## config.mk

```make
export PLATFORM = sky130hd
export DESIGN_NAME = c_subset_tokenizer_top
export DESIGN_NICKNAME = d
export VERILOG_FILES = /design/src/design/cst_pkg.sv /design/src/design/cst_front.sv /design/src/design/cst_queue.sv /design/src/design/cst_back.sv /design/src/design/c_subset_tokenizer_top.sv
export SDC_FILE = /design/constraint.sdc
export NUM_CORES = 1
export LEC_CHECK = 0
export BUFFER_PORTS_ARGS = -buffer_cell sky130_fd_sc_hd__buf_2
export CAP_MARGIN = 30
export CORE_UTILIZATION = 56
export DETAILED_ROUTE_END_ITERATION = 10
export GPL_TIMING_DRIVEN = 1
export PLACE_DENSITY_LB_ADDON = 0.15
export SYNTH_ARGS = -nofsm -noshare
export SYNTH_HDL_FRONTEND = slang
export SYNTH_SLANG_ARGS = --single-unit
```

## constraint.sdc

```tcl
create_clock -name clk -period 3.4 [get_ports clk]
set_clock_uncertainty 0.1 [all_clocks]
set_input_delay 0.68 -clock clk [delete_from_list [all_inputs] [get_ports clk]]
set_output_delay 0.68 -clock clk [all_outputs]
set_load 0.02 [all_outputs]
```

## src/design/cst_pkg.sv

```systemverilog
// ============================================================================
// cst_pkg
// Shared types and constants for the C subset tokenizer.
// ============================================================================
package cst_pkg;

    localparam int DEF_MAX_SOURCE_BYTES = 65536;
    localparam int DEF_MAX_NAME_LEN     = 63;
    localparam int QUEUE_DEPTH          = 4;

    localparam logic [7:0] CH_ZERO  = 8'h30;
    localparam logic [7:0] CH_UNDER = 8'h5F;

    typedef enum logic [3:0] {
        TK_INT    = 4'd0,
        TK_IDENT  = 4'd1,
        TK_LPAREN = 4'd2,
        TK_RPAREN = 4'd3,
        TK_LBRACE = 4'd4,
        TK_RBRACE = 4'd5,
        TK_RETURN = 4'd6,
        TK_NUMBER = 4'd7,
        TK_PLUS   = 4'd8,
        TK_MINUS  = 4'd9,
        TK_STAR   = 4'd10,
        TK_SEMI   = 4'd11,
        TK_EOF    = 4'd12,
        TK_ERROR  = 4'd13
    } kind_t;

    typedef struct packed {
        kind_t       kind;
        logic [31:0] value;
        logic [15:0] start;
        logic [5:0]  len;
    } token_t;

    // one accepted item's output: one token in a, or two in a then b
    typedef struct packed {
        logic   two;
        token_t a;
        token_t b;
    } rec_t;

    typedef struct packed {
        logic valid;
        rec_t rec;
    } rec_bus_t;

endpackage

```

## src/design/cst_front.sv

```systemverilog
// ============================================================================
// cst_front
// Scanner: takes source bytes, keeps token state, builds token records.
// ============================================================================
module cst_front
    import cst_pkg::*;
#(
    parameter int MAX_SOURCE_BYTES = DEF_MAX_SOURCE_BYTES,
    parameter int MAX_NAME_LEN     = DEF_MAX_NAME_LEN
)
(
    input  logic       clk,
    input  logic       rst_n,
    input  logic       accept,
    input  logic [7:0] char_in,
    input  logic       end_of_source,
    output rec_bus_t   push
);

    localparam int OFS_W = $clog2(MAX_SOURCE_BYTES);
    localparam logic [OFS_W-1:0] OFS_LAST = OFS_W'(MAX_SOURCE_BYTES - 1);
    localparam logic [5:0] LEN_CAP = (MAX_NAME_LEN < 63) ? 6'(MAX_NAME_LEN) : 6'd63;

    typedef enum logic [1:0] {
        MODE_IDLE   = 2'd0,
        MODE_IDENT  = 2'd1,
        MODE_NUMBER = 2'd2
    } mode_t;

    mode_t            mode_reg,  mode_next;
    logic [31:0]      acc_reg,   acc_next;
    logic [15:0]      pstart_reg, pstart_next;
    logic [5:0]       plen_reg,  plen_next;
    logic [1:0]       cand_reg,  cand_next;
    logic [OFS_W-1:0] ofs_reg,   ofs_next;
    logic             err_reg,   err_next;

    logic   is_end, is_ws, is_letter, is_digit;
    logic   flush_valid, use_flush, sec_valid;
    token_t flush_tok, sec_tok;
    logic [5:0] plen_grow;
    logic [31:0] digit_val;

    function automatic logic [7:0] kw_int_at(input logic [5:0] p);
        case (p)
            6'd0:    kw_int_at = 8'h69;
            6'd1:    kw_int_at = 8'h6E;
            6'd2:    kw_int_at = 8'h74;
            default: kw_int_at = 8'h00;
        endcase
    endfunction

    function automatic logic [7:0] kw_return_at(input logic [5:0] p);
        case (p)
            6'd0:    kw_return_at = 8'h72;
            6'd1:    kw_return_at = 8'h65;
            6'd2:    kw_return_at = 8'h74;
            6'd3:    kw_return_at = 8'h75;
            6'd4:    kw_return_at = 8'h72;
            6'd5:    kw_return_at = 8'h6E;
            default: kw_return_at = 8'h00;
        endcase
    endfunction

    function automatic kind_t single_kind(input logic [7:0] c);
        case (c)
            8'h28:   single_kind = TK_LPAREN;
            8'h29:   single_kind = TK_RPAREN;
            8'h7B:   single_kind = TK_LBRACE;
            8'h7D:   single_kind = TK_RBRACE;
            8'h2B:   single_kind = TK_PLUS;
            8'h2D:   single_kind = TK_MINUS;
            8'h2A:   single_kind = TK_STAR;
            8'h3B:   single_kind = TK_SEMI;
            default: single_kind = TK_ERROR;
        endcase
    endfunction

    always_comb
    begin
        is_end    = end_of_source || (char_in == 8'h00);
        is_ws     = (char_in inside {[8'd9:8'd13], 8'd32});
        is_letter = (char_in inside {[8'h41:8'h5A], [8'h61:8'h7A], CH_UNDER});
        is_digit  = (char_in inside {[8'h30:8'h39]});
        digit_val = {24'd0, char_in - CH_ZERO};
        plen_grow = (plen_reg < LEN_CAP) ? plen_reg + 6'd1 : plen_reg;

        flush_valid     = (mode_reg != MODE_IDLE);
        flush_tok.value = (mode_reg == MODE_NUMBER) ? acc_reg : 32'd0;
        flush_tok.start = pstart_reg;
        flush_tok.len   = plen_reg;
        if (mode_reg == MODE_NUMBER)
        begin
            flush_tok.kind = TK_NUMBER;
        end
        else if (cand_reg[0] && plen_reg == 6'd3)
        begin
            flush_tok.kind = TK_INT;
        end
        else if (cand_reg[1] && plen_reg == 6'd6)
        begin
            flush_tok.kind = TK_RETURN;
        end
        else
        begin
            flush_tok.kind = TK_IDENT;
        end

        sec_valid     = 1'b0;
        sec_tok.kind  = single_kind(char_in);
        sec_tok.value = 32'd0;
        sec_tok.start = 16'(ofs_reg);
        sec_tok.len   = 6'd1;
        use_flush     = 1'b0;

        mode_next   = mode_reg;
        acc_next    = acc_reg;
        pstart_next = pstart_reg;
        plen_next   = plen_reg;
        cand_next   = cand_reg;
        err_next    = err_reg;
        ofs_next    = (ofs_reg == OFS_LAST) ? '0 : ofs_reg + 1'b1;

        if (is_end)
        begin
            use_flush    = flush_valid;
            sec_valid    = 1'b1;
            sec_tok.kind = TK_EOF;
            sec_tok.len  = 6'd0;
            mode_next    = MODE_IDLE;
            acc_next     = 32'd0;
            pstart_next  = 16'd0;
            plen_next    = 6'd0;
            cand_next    = 2'b11;
            err_next     = 1'b0;
            ofs_next     = '0;
        end
        else if (err_reg)
        begin
            mode_next = mode_reg;
        end
        else if (mode_reg == MODE_IDENT && (is_letter || is_digit))
        begin
            cand_next[0] = cand_reg[0] && (kw_int_at(plen_reg) == char_in);
            cand_next[1] = cand_reg[1] && (kw_return_at(plen_reg) == char_in);
            plen_next    = plen_grow;
        end
        else if (mode_reg == MODE_NUMBER && is_digit)
        begin
            acc_next  = (acc_reg << 3) + (acc_reg << 1) + digit_val;
            plen_next = plen_grow;
        end
        else
        begin
            use_flush = flush_valid;
            mode_next = MODE_IDLE;
            acc_next  = 32'd0;
            plen_next = 6'd0;
            cand_next = 2'b11;
            if (is_ws)
            begin
                mode_next = MODE_IDLE;
            end
            else if (is_letter)
            begin
                mode_next    = MODE_IDENT;
                pstart_next  = 16'(ofs_reg);
                plen_next    = 6'd1;
                cand_next[0] = (char_in == kw_int_at(6'd0));
                cand_next[1] = (char_in == kw_return_at(6'd0));
            end
            else if (is_digit)
            begin
                mode_next   = MODE_NUMBER;
                pstart_next = 16'(ofs_reg);
                plen_next   = 6'd1;
                acc_next    = digit_val;
            end
            else
            begin
                sec_valid = 1'b1;
                if (sec_tok.kind == TK_ERROR)
                begin
                    err_next = 1'b1;
                end
            end
        end

        push.valid   = accept && (use_flush || sec_valid);
        push.rec.two = use_flush && sec_valid;
        push.rec.a   = use_flush ? flush_tok : sec_tok;
        push.rec.b   = sec_tok;
    end

    always_ff @(posedge clk or negedge rst_n)
    begin
        if (!rst_n)
        begin
            mode_reg   <= MODE_IDLE;
            acc_reg    <= 32'd0;
            pstart_reg <= 16'd0;
            plen_reg   <= 6'd0;
            cand_reg   <= 2'b11;
            ofs_reg    <= '0;
            err_reg    <= 1'b0;
        end
        else if (accept)
        begin
            mode_reg   <= mode_next;
            acc_reg    <= acc_next;
            pstart_reg <= pstart_next;
            plen_reg   <= plen_next;
            cand_reg   <= cand_next;
            ofs_reg    <= ofs_next;
            err_reg    <= err_next;
        end
    end

endmodule

```

## src/design/cst_queue.sv

```systemverilog
// ============================================================================
// cst_queue
// Short record queue between scanner and output stage.
// ============================================================================
module cst_queue
    import cst_pkg::*;
(
    input  logic     clk,
    input  logic     rst_n,
    input  rec_bus_t push,
    input  logic     pop,
    output rec_bus_t head,
    output logic [$clog2(QUEUE_DEPTH+1)-1:0] level
);

    localparam int PTR_W = $clog2(QUEUE_DEPTH);
    localparam int LVL_W = $clog2(QUEUE_DEPTH + 1);

    rec_t              mem [QUEUE_DEPTH];
    logic [PTR_W-1:0]  wr_ptr_reg, rd_ptr_reg;
    logic [LVL_W-1:0]  level_reg;
    logic              do_push, do_pop;

    assign do_pop     = pop && (level_reg != '0);
    assign do_push    = push.valid;
    assign head.valid = (level_reg != '0);
    assign head.rec   = mem[rd_ptr_reg];
    assign level      = level_reg;

    always_ff @(posedge clk)
    begin
        if (do_push)
        begin
            mem[wr_ptr_reg] <= push.rec;
        end
    end

    always_ff @(posedge clk or negedge rst_n)
    begin
        if (!rst_n)
        begin
            wr_ptr_reg <= '0;
            rd_ptr_reg <= '0;
            level_reg  <= '0;
        end
        else
        begin
            if (do_push)
            begin
                wr_ptr_reg <= (wr_ptr_reg == PTR_W'(QUEUE_DEPTH - 1)) ? '0 : wr_ptr_reg + 1'b1;
            end
            if (do_pop)
            begin
                rd_ptr_reg <= (rd_ptr_reg == PTR_W'(QUEUE_DEPTH - 1)) ? '0 : rd_ptr_reg + 1'b1;
            end
            if (do_push && !do_pop)
            begin
                level_reg <= level_reg + 1'b1;
            end
            else if (do_pop && !do_push)
            begin
                level_reg <= level_reg - 1'b1;
            end
        end
    end

endmodule

```

## src/design/cst_back.sv

```systemverilog
// ============================================================================
// cst_back
// Output stage: splits records into single tokens on the output stream.
// ============================================================================
module cst_back
    import cst_pkg::*;
(
    input  logic        clk,
    input  logic        rst_n,
    input  rec_bus_t    head,
    output logic        pop,
    output logic        m_tvalid,
    input  logic        m_tready,
    output logic [63:0] m_tdata,
    output logic        m_tlast
);

    logic   out_valid_reg, out_last_reg, pend_valid_reg;
    token_t out_tok_reg, pend_tok_reg;
    logic   load;

    assign load     = !out_valid_reg || m_tready;
    assign pop      = load && !pend_valid_reg && head.valid;
    assign m_tvalid = out_valid_reg;
    assign m_tlast  = out_last_reg;
    assign m_tdata  = {6'd0, out_tok_reg.len, out_tok_reg.start, out_tok_reg.value,
                       out_tok_reg.kind};

    always_ff @(posedge clk)
    begin
        if (load)
        begin
            if (pend_valid_reg)
            begin
                out_tok_reg <= pend_tok_reg;
            end
            else
            begin
                out_tok_reg  <= head.rec.a;
                pend_tok_reg <= head.rec.b;
            end
        end
    end

    always_ff @(posedge clk or negedge rst_n)
    begin
        if (!rst_n)
        begin
            out_valid_reg  <= 1'b0;
            out_last_reg   <= 1'b0;
            pend_valid_reg <= 1'b0;
        end
        else if (load)
        begin
            if (pend_valid_reg)
            begin
                out_valid_reg  <= 1'b1;
                out_last_reg   <= 1'b1;
                pend_valid_reg <= 1'b0;
            end
            else
            begin
                out_valid_reg  <= head.valid;
                out_last_reg   <= !head.rec.two;
                pend_valid_reg <= head.valid && head.rec.two;
            end
        end
    end

endmodule

```

## src/design/c_subset_tokenizer_top.sv

```systemverilog
// ============================================================================
// c_subset_tokenizer_top
// Byte-stream tokenizer for a small C subset, scanner and output decoupled.
//
// channel  dir  tdata                                       tlast
// s_*      in   [7:0] char_in                               end_of_source
// m_*      out  [3:0] kind [35:4] value [51:36] start       last_of_run
//               [57:52] length
//
// One byte per cycle enters the scanner while s_tready is high; a byte that
// yields one token sustains one item per cycle, and a byte yielding two tokens
// sends them one after the other. The output register drains one token per
// cycle; a four-record queue absorbs output stalls, and s_tready drops only when that queue is full.
// Reset is asynchronous and clears all scanner state; no clearing pass.
// ============================================================================
module c_subset_tokenizer_top
    import cst_pkg::*;
#(
    parameter int MAX_SOURCE_BYTES = DEF_MAX_SOURCE_BYTES,
    parameter int MAX_NAME_LEN     = DEF_MAX_NAME_LEN
)
(
    input  logic        clk,
    input  logic        rst_n,
    input  logic        s_tvalid,
    output logic        s_tready,
    input  logic [7:0]  s_tdata,   // [7:0] char_in
    input  logic        s_tlast,   // end_of_source
    output logic        m_tvalid,
    input  logic        m_tready,
    output logic [63:0] m_tdata,   // kind, number_value, token_start, token_length
    output logic        m_tlast    // last_of_run
);

    rec_bus_t push, head;
    logic     pop, accept;
    logic [$clog2(QUEUE_DEPTH+1)-1:0] level;

    assign s_tready = (level != ($clog2(QUEUE_DEPTH+1))'(QUEUE_DEPTH));
    assign accept   = s_tvalid && s_tready;

    cst_front #(
        .MAX_SOURCE_BYTES (MAX_SOURCE_BYTES),
        .MAX_NAME_LEN     (MAX_NAME_LEN)
    ) u_front (
        .clk           (clk),
        .rst_n         (rst_n),
        .accept        (accept),
        .char_in       (s_tdata),
        .end_of_source (s_tlast),
        .push          (push)
    );

    cst_queue u_queue (
        .clk   (clk),
        .rst_n (rst_n),
        .push  (push),
        .pop   (pop),
        .head  (head),
        .level (level)
    );

    cst_back u_back (
        .clk      (clk),
        .rst_n    (rst_n),
        .head     (head),
        .pop      (pop),
        .m_tvalid (m_tvalid),
        .m_tready (m_tready),
        .m_tdata  (m_tdata),
        .m_tlast  (m_tlast)
    );

    a_level_bound: assert property (@(posedge clk) disable iff (!rst_n)
        level <= ($clog2(QUEUE_DEPTH+1))'(QUEUE_DEPTH))
        else $error("queue level above depth");

    a_push_only_on_accept: assert property (@(posedge clk) disable iff (!rst_n)
        push.valid |-> accept)
        else $error("record pushed without an accepted item");

    a_end_gives_eof: assert property (@(posedge clk) disable iff (!rst_n)
        (accept && (s_tlast || s_tdata == 8'h00)) |->
            (push.valid && push.rec.b.kind == TK_EOF))
        else $error("end item did not queue an eof token");

endmodule

```

==> impl_results.html <==
<table>
<tr><th>Metric</th><th>Value</th></tr>
<tr><th colspan="2">Run status</th></tr>
<tr><td>Result of the run</td><td>finished clean</td></tr>
<tr><th colspan="2">STA</th></tr>
<tr><td>Worst slew margin relative to its limit</td><td>35.5%</td></tr>
<tr><td>Setup repair after global routing missed its margin</td><td>false</td></tr>
<tr><td>Part of the cycle the worst path needs</td><td>95.5%</td></tr>
<tr><td>Achievable Freq</td><td>308 MHz</td></tr>
<tr><td>Hold_ws</td><td>0.0552 ns</td></tr>
<tr><td>Final setup fails</td><td>0</td></tr>
<tr><td>Actual slew at the worst max-slew pin</td><td>0.961 ns</td></tr>
<tr><td>Crit path time final</td><td>3.25 ns</td></tr>
<tr><td>Final count of hold timing violations</td><td>0</td></tr>
<tr><td>Max Transition Viols Final</td><td>0</td></tr>
<tr><th colspan="2">Clocking</th></tr>
<tr><td>Maximum count of clock buffers along a single path</td><td>3</td></tr>
<tr><td>TritonCTS clock tree</td><td>built</td></tr>
<tr><td>CTS H-Tree Depth</td><td>2</td></tr>
<tr><td>Cts bufs inserted</td><td>47</td></tr>
<tr><td>CTS resizes</td><td>0</td></tr>
<tr><td>Number of sinks driven by the clock tree</td><td>484</td></tr>
<tr><td>Root cell of the clock tree</td><td>clkbuf_16</td></tr>
<tr><td>Post-CTS setup buffers</td><td>0</td></tr>
<tr><td>Clk_lat worst skew</td><td>0.57 ns</td></tr>
<tr><td>Number of buffers added to fix hold violations after cts</td><td>0</td></tr>
<tr><td>Clock Pin Slew Worst Setup and Hold Paths</td><td>0.06 ns</td></tr>
<tr><th colspan="2">Critical path</th></tr>
<tr><td>Critical path start-end classification</td><td>register to register</td></tr>
<tr><td>Cell chain of the critical path</td><td>fa_1 &gt; inv_1 &gt; fa_1 &gt; nor2b_1 &gt; o211ai_1 &gt; a31o_2 &gt; a21boi_1 &gt; nand4bb_1 &gt; a31oi_2 &gt; or4_1 &gt; nand3_1</td></tr>
<tr><td>Worst path required time</td><td>3.79 ns</td></tr>
<tr><td>Endpoint type of the worst setup path</td><td>register</td></tr>
<tr><td>Destination of the worst register-to-register timing path</td><td>u_front.acc_reg[30]</td></tr>
<tr><td>Largest stage delay, worst path</td><td>0.55 ns</td></tr>
<tr><td>Slowest-stage cell, CP</td><td>fa_1</td></tr>
<tr><td>R2r setup slk</td><td>0.15 ns</td></tr>
<tr><td>Total stage count of the critical path</td><td>11</td></tr>
<tr><td>Launch instance of the worst register-to-register path</td><td>u_front.acc_reg[0]</td></tr>
<tr><td>Arrival @ worst endpoint</td><td>3.64 ns</td></tr>
<tr><td>Startpoint types</td><td>register</td></tr>
<tr><td>Worst-path fanout max</td><td>2</td></tr>
<tr><td>Number of cells on the worst reg-to-reg path</td><td>11</td></tr>
<tr><td>Cell class contributing the biggest share of worst-path delay</td><td>adder cells</td></tr>
<tr><td>Most repeated library cell on the critical path</td><td>fa_1</td></tr>
<tr><td>Crit path buf inv count</td><td>1</td></tr>
<tr><th colspan="2">Yosys</th></tr>
<tr><td>Dominant cell type by area after synthesis</td><td>edfxtp_1</td></tr>
<tr><td>Synth top cells by count</td><td>edfxtp_1, nand2_1, dfrtp_1, mux4_2, o21ai_0</td></tr>
<tr><td>Async set-or-reset flop fraction in the synthesized netlist</td><td>17.6%</td></tr>
<tr><td>Yosys top cell area share</td><td>55.5%</td></tr>
<tr><td>Mean Syn Cell Area</td><td>14.7 sq um</td></tr>
<tr><td>Post-synth EDFFs</td><td>399</td></tr>
<tr><td>Top_reg_cell synth</td><td>edfxtp_1</td></tr>
<tr><td>Post-synthesis instance total</td><td>1468</td></tr>
<tr><td>Cell with the most instances after synthesis</td><td>edfxtp_1</td></tr>
<tr><td>Yosys cell types</td><td>75</td></tr>
<tr><td>Seq cells post-synth</td><td>484</td></tr>
<tr><td>Share of the yosys chip area belonging to registers</td><td>65.3%</td></tr>
<tr><td>Number of warnings reported in the yosys synthesis log</td><td>0</td></tr>
<tr><td>Top area cells in the synthesized netlist</td><td>edfxtp_1, dfrtp_1, mux4_2, ha_1, o21ai_0</td></tr>
<tr><td>Post-synthesis instance area</td><td>21600 sq um</td></tr>
<tr><th colspan="2">Floorplanning</th></tr>
<tr><td>Number of rows created at floorplan</td><td>71</td></tr>
<tr><td>Vertical extent of the die</td><td>198 um</td></tr>
<tr><td>Starting utilization of the core area</td><td>57.1%</td></tr>
<tr><td>Die span in x</td><td>198 um</td></tr>
<tr><td>Core area</td><td>37800 sq um</td></tr>
<tr><td>Area of the die</td><td>39400 sq um</td></tr>
<tr><td>I/O pins</td><td>80</td></tr>
<tr><th colspan="2">Cells and area</th></tr>
<tr><td>Footprint of the flip-flops and latches</td><td>14100 sq um</td></tr>
<tr><td>Post-Route Utilization</td><td>66.8%</td></tr>
<tr><td>Area taken by multi-input logic gates</td><td>7150 sq um</td></tr>
<tr><td>Number of nets in the layout</td><td>1736</td></tr>
<tr><td>P&amp;R area growth vs syn</td><td>17.1%</td></tr>
<tr><td>Fill count</td><td>2713</td></tr>
<tr><td>Number of antenna diodes</td><td>0</td></tr>
<tr><td>Flip-flop count of the largest register, all copies and words added</td><td>320</td></tr>
<tr><td>Fraction of final layout cells with drive strength greater than 1</td><td>25.0%</td></tr>
<tr><th colspan="2">Detailed routing</th></tr>
<tr><td>Wire length per cell after detailed routing</td><td>21.0 um</td></tr>
<tr><td>Vias per inst</td><td>5.84</td></tr>
<tr><td>DRC marker count from the first detailed-route iteration</td><td>911</td></tr>
<tr><td>Number of search-and-repair iterations in the first detailed-routing pass</td><td>5</td></tr>
<tr><td>Total wirelength of the detailed-routed design</td><td>46.1 mm</td></tr>
<tr><td>DRC violations left</td><td>0</td></tr>
<tr><td>Vias</td><td>12.8k</td></tr>
<tr><td>Detail Route Antenna Nets</td><td>0</td></tr>
<tr><th colspan="2">Global routing</th></tr>
<tr><td>GRT overflow</td><td>0</td></tr>
<tr><td>GRT Resource Usage Total</td><td>24.2%</td></tr>
<tr><td>Antenna violations before repair</td><td>0</td></tr>
<tr><td>Number of global-route vias before repair</td><td>12.7k</td></tr>
<tr><td>Wire length of the first global-routing pass</td><td>72.0 mm</td></tr>
<tr><td>Maximum number of pins on one net before global-route repair</td><td>60</td></tr>
<tr><th colspan="2">Placed design</th></tr>
<tr><td>Last weighted congestion value of the routability-driven placer</td><td>0.882</td></tr>
<tr><td>Placed wire-length estimate after detailed placement</td><td>30.3 mm</td></tr>
<tr><td>Number of buffers inserted by port buffering</td><td>73</td></tr>
<tr><th colspan="2">Min path</th></tr>
<tr><td>Type of the most critical hold path</td><td>input pin to asynchronous set/reset pin</td></tr>
<tr><th colspan="2">Power and ir drop</th></tr>
<tr><td>Power density normalized to cell area</td><td>722 nW/um^2</td></tr>
<tr><td>Leak Pwr</td><td>9.51 nW</td></tr>
<tr><td>Highest ir drop seen on vdd</td><td>0.406 mV</td></tr>
<tr><th colspan="2">Run</th></tr>
<tr><td>Max Cap Viol</td><td>0</td></tr>
</table>
==> metrics by stage <==
| step | cell area (sq um) | instances | setup WS, ns | setup TNS, ns | power [mW] |
|---|---|---|---|---|---|
| after floorplan | 21800 | 1473 | -0.155 | -45.83 | 11.4 |
| after detailed placement | 23700 | 2108 | -0.454 | -105.31 | 13.1 |
| after global placement | 23700 | 2108 | -0.378 | -72.72 | 13.0 |
| after CTS | 25300 | 2196 | 0.134 | 0 | 18.5 |
| after global routing | 25300 | 2196 | 0.00476 | 0 | 19.1 |
| final | 25300 | 2196 | 0.153 | 0 | 18.3 |
==> power breakdown <==
| part | internal [mW] | total [mW] | leakage, nW | switching [mW] |
|---|---|---|---|---|
| combinational | 2.11 | 4.67 | 3.81 | 2.55 |
| sequential | 7.83 | 8.27 | 4.92 | 0.443 |
| clock | 3.20 | 5.33 | 0.774 | 2.13 |
==> per-layer routing <==
| layer | vias up | track usage (%) | wire length, um |
|---|---|---|---|
| met4 | 0 | 6.92 | 928 |
| met2 | 396 | 36.3 | 20600 |
| li1 | 5935 | - | - |
| met3 | 71 | 3.76 | 2800 |
| met1 | 6431 | 36.9 | 21800 |
| met5 | - | 0 | 0 |
==> cells in the final DEF (no fill, tap or decap), drive strengths merged, types with 7 or more instances in the layout <==
cell type  instances
o31ai             17
edfxtp           399
o21ai             83
buf              196
dfrtp             83
fa                 7
inv               66
nor3              27
nor2              67
a21oi             59
ha                70
clkinv            10
mux4              80
xnor2             20
nor2b             46
nand3             40
nand2            103
clkbuf            70
xor2              19
and2              38
and3              14
a21o              11
a31oi              8
mux2              30
o22ai             12
==> area by class of cell <==
type	instances	share of cell area, %
repair buffers	196	6.09
inverters	65	0.965
well taps	511	2.53
flip-flops and latches	484	55.8
multi-input cells	852	28.3
clock inverters	18	1.01
clock buffers	70	5.31
==> worst max path at each step <==
stage | start | to | slack (ns)
after floorplan | s_tdata[4] | u_front.acc_reg[30] | -0.16
after global placement | s_tdata[4] | u_front.acc_reg[25] | -0.38
after detailed placement | s_tdata[4] | u_front.acc_reg[25] | -0.45
after CTS | s_tdata[4] | u_front.acc_reg[25] | 0.13
after global routing | u_front.acc_reg[0] | u_front.acc_reg[30] | 0.005
final | u_front.acc_reg[0] | u_front.acc_reg[30] | 0.15
==> kinds of logic after synthesis <==
family	after synthesis	share of synthesized area [%]
flip-flops	484	65.3
AND/OR/NAND/NOR	369	8.46
AO/OA/AOI/OAI	246	7.15
buffers and inverters	137	2.61
multiplexers	115	10.1
adder cells (fa/ha/maj)	77	4.70
XOR/XNOR	39	1.58
other	1	0.0174
(Power assumes the default switching activity.)
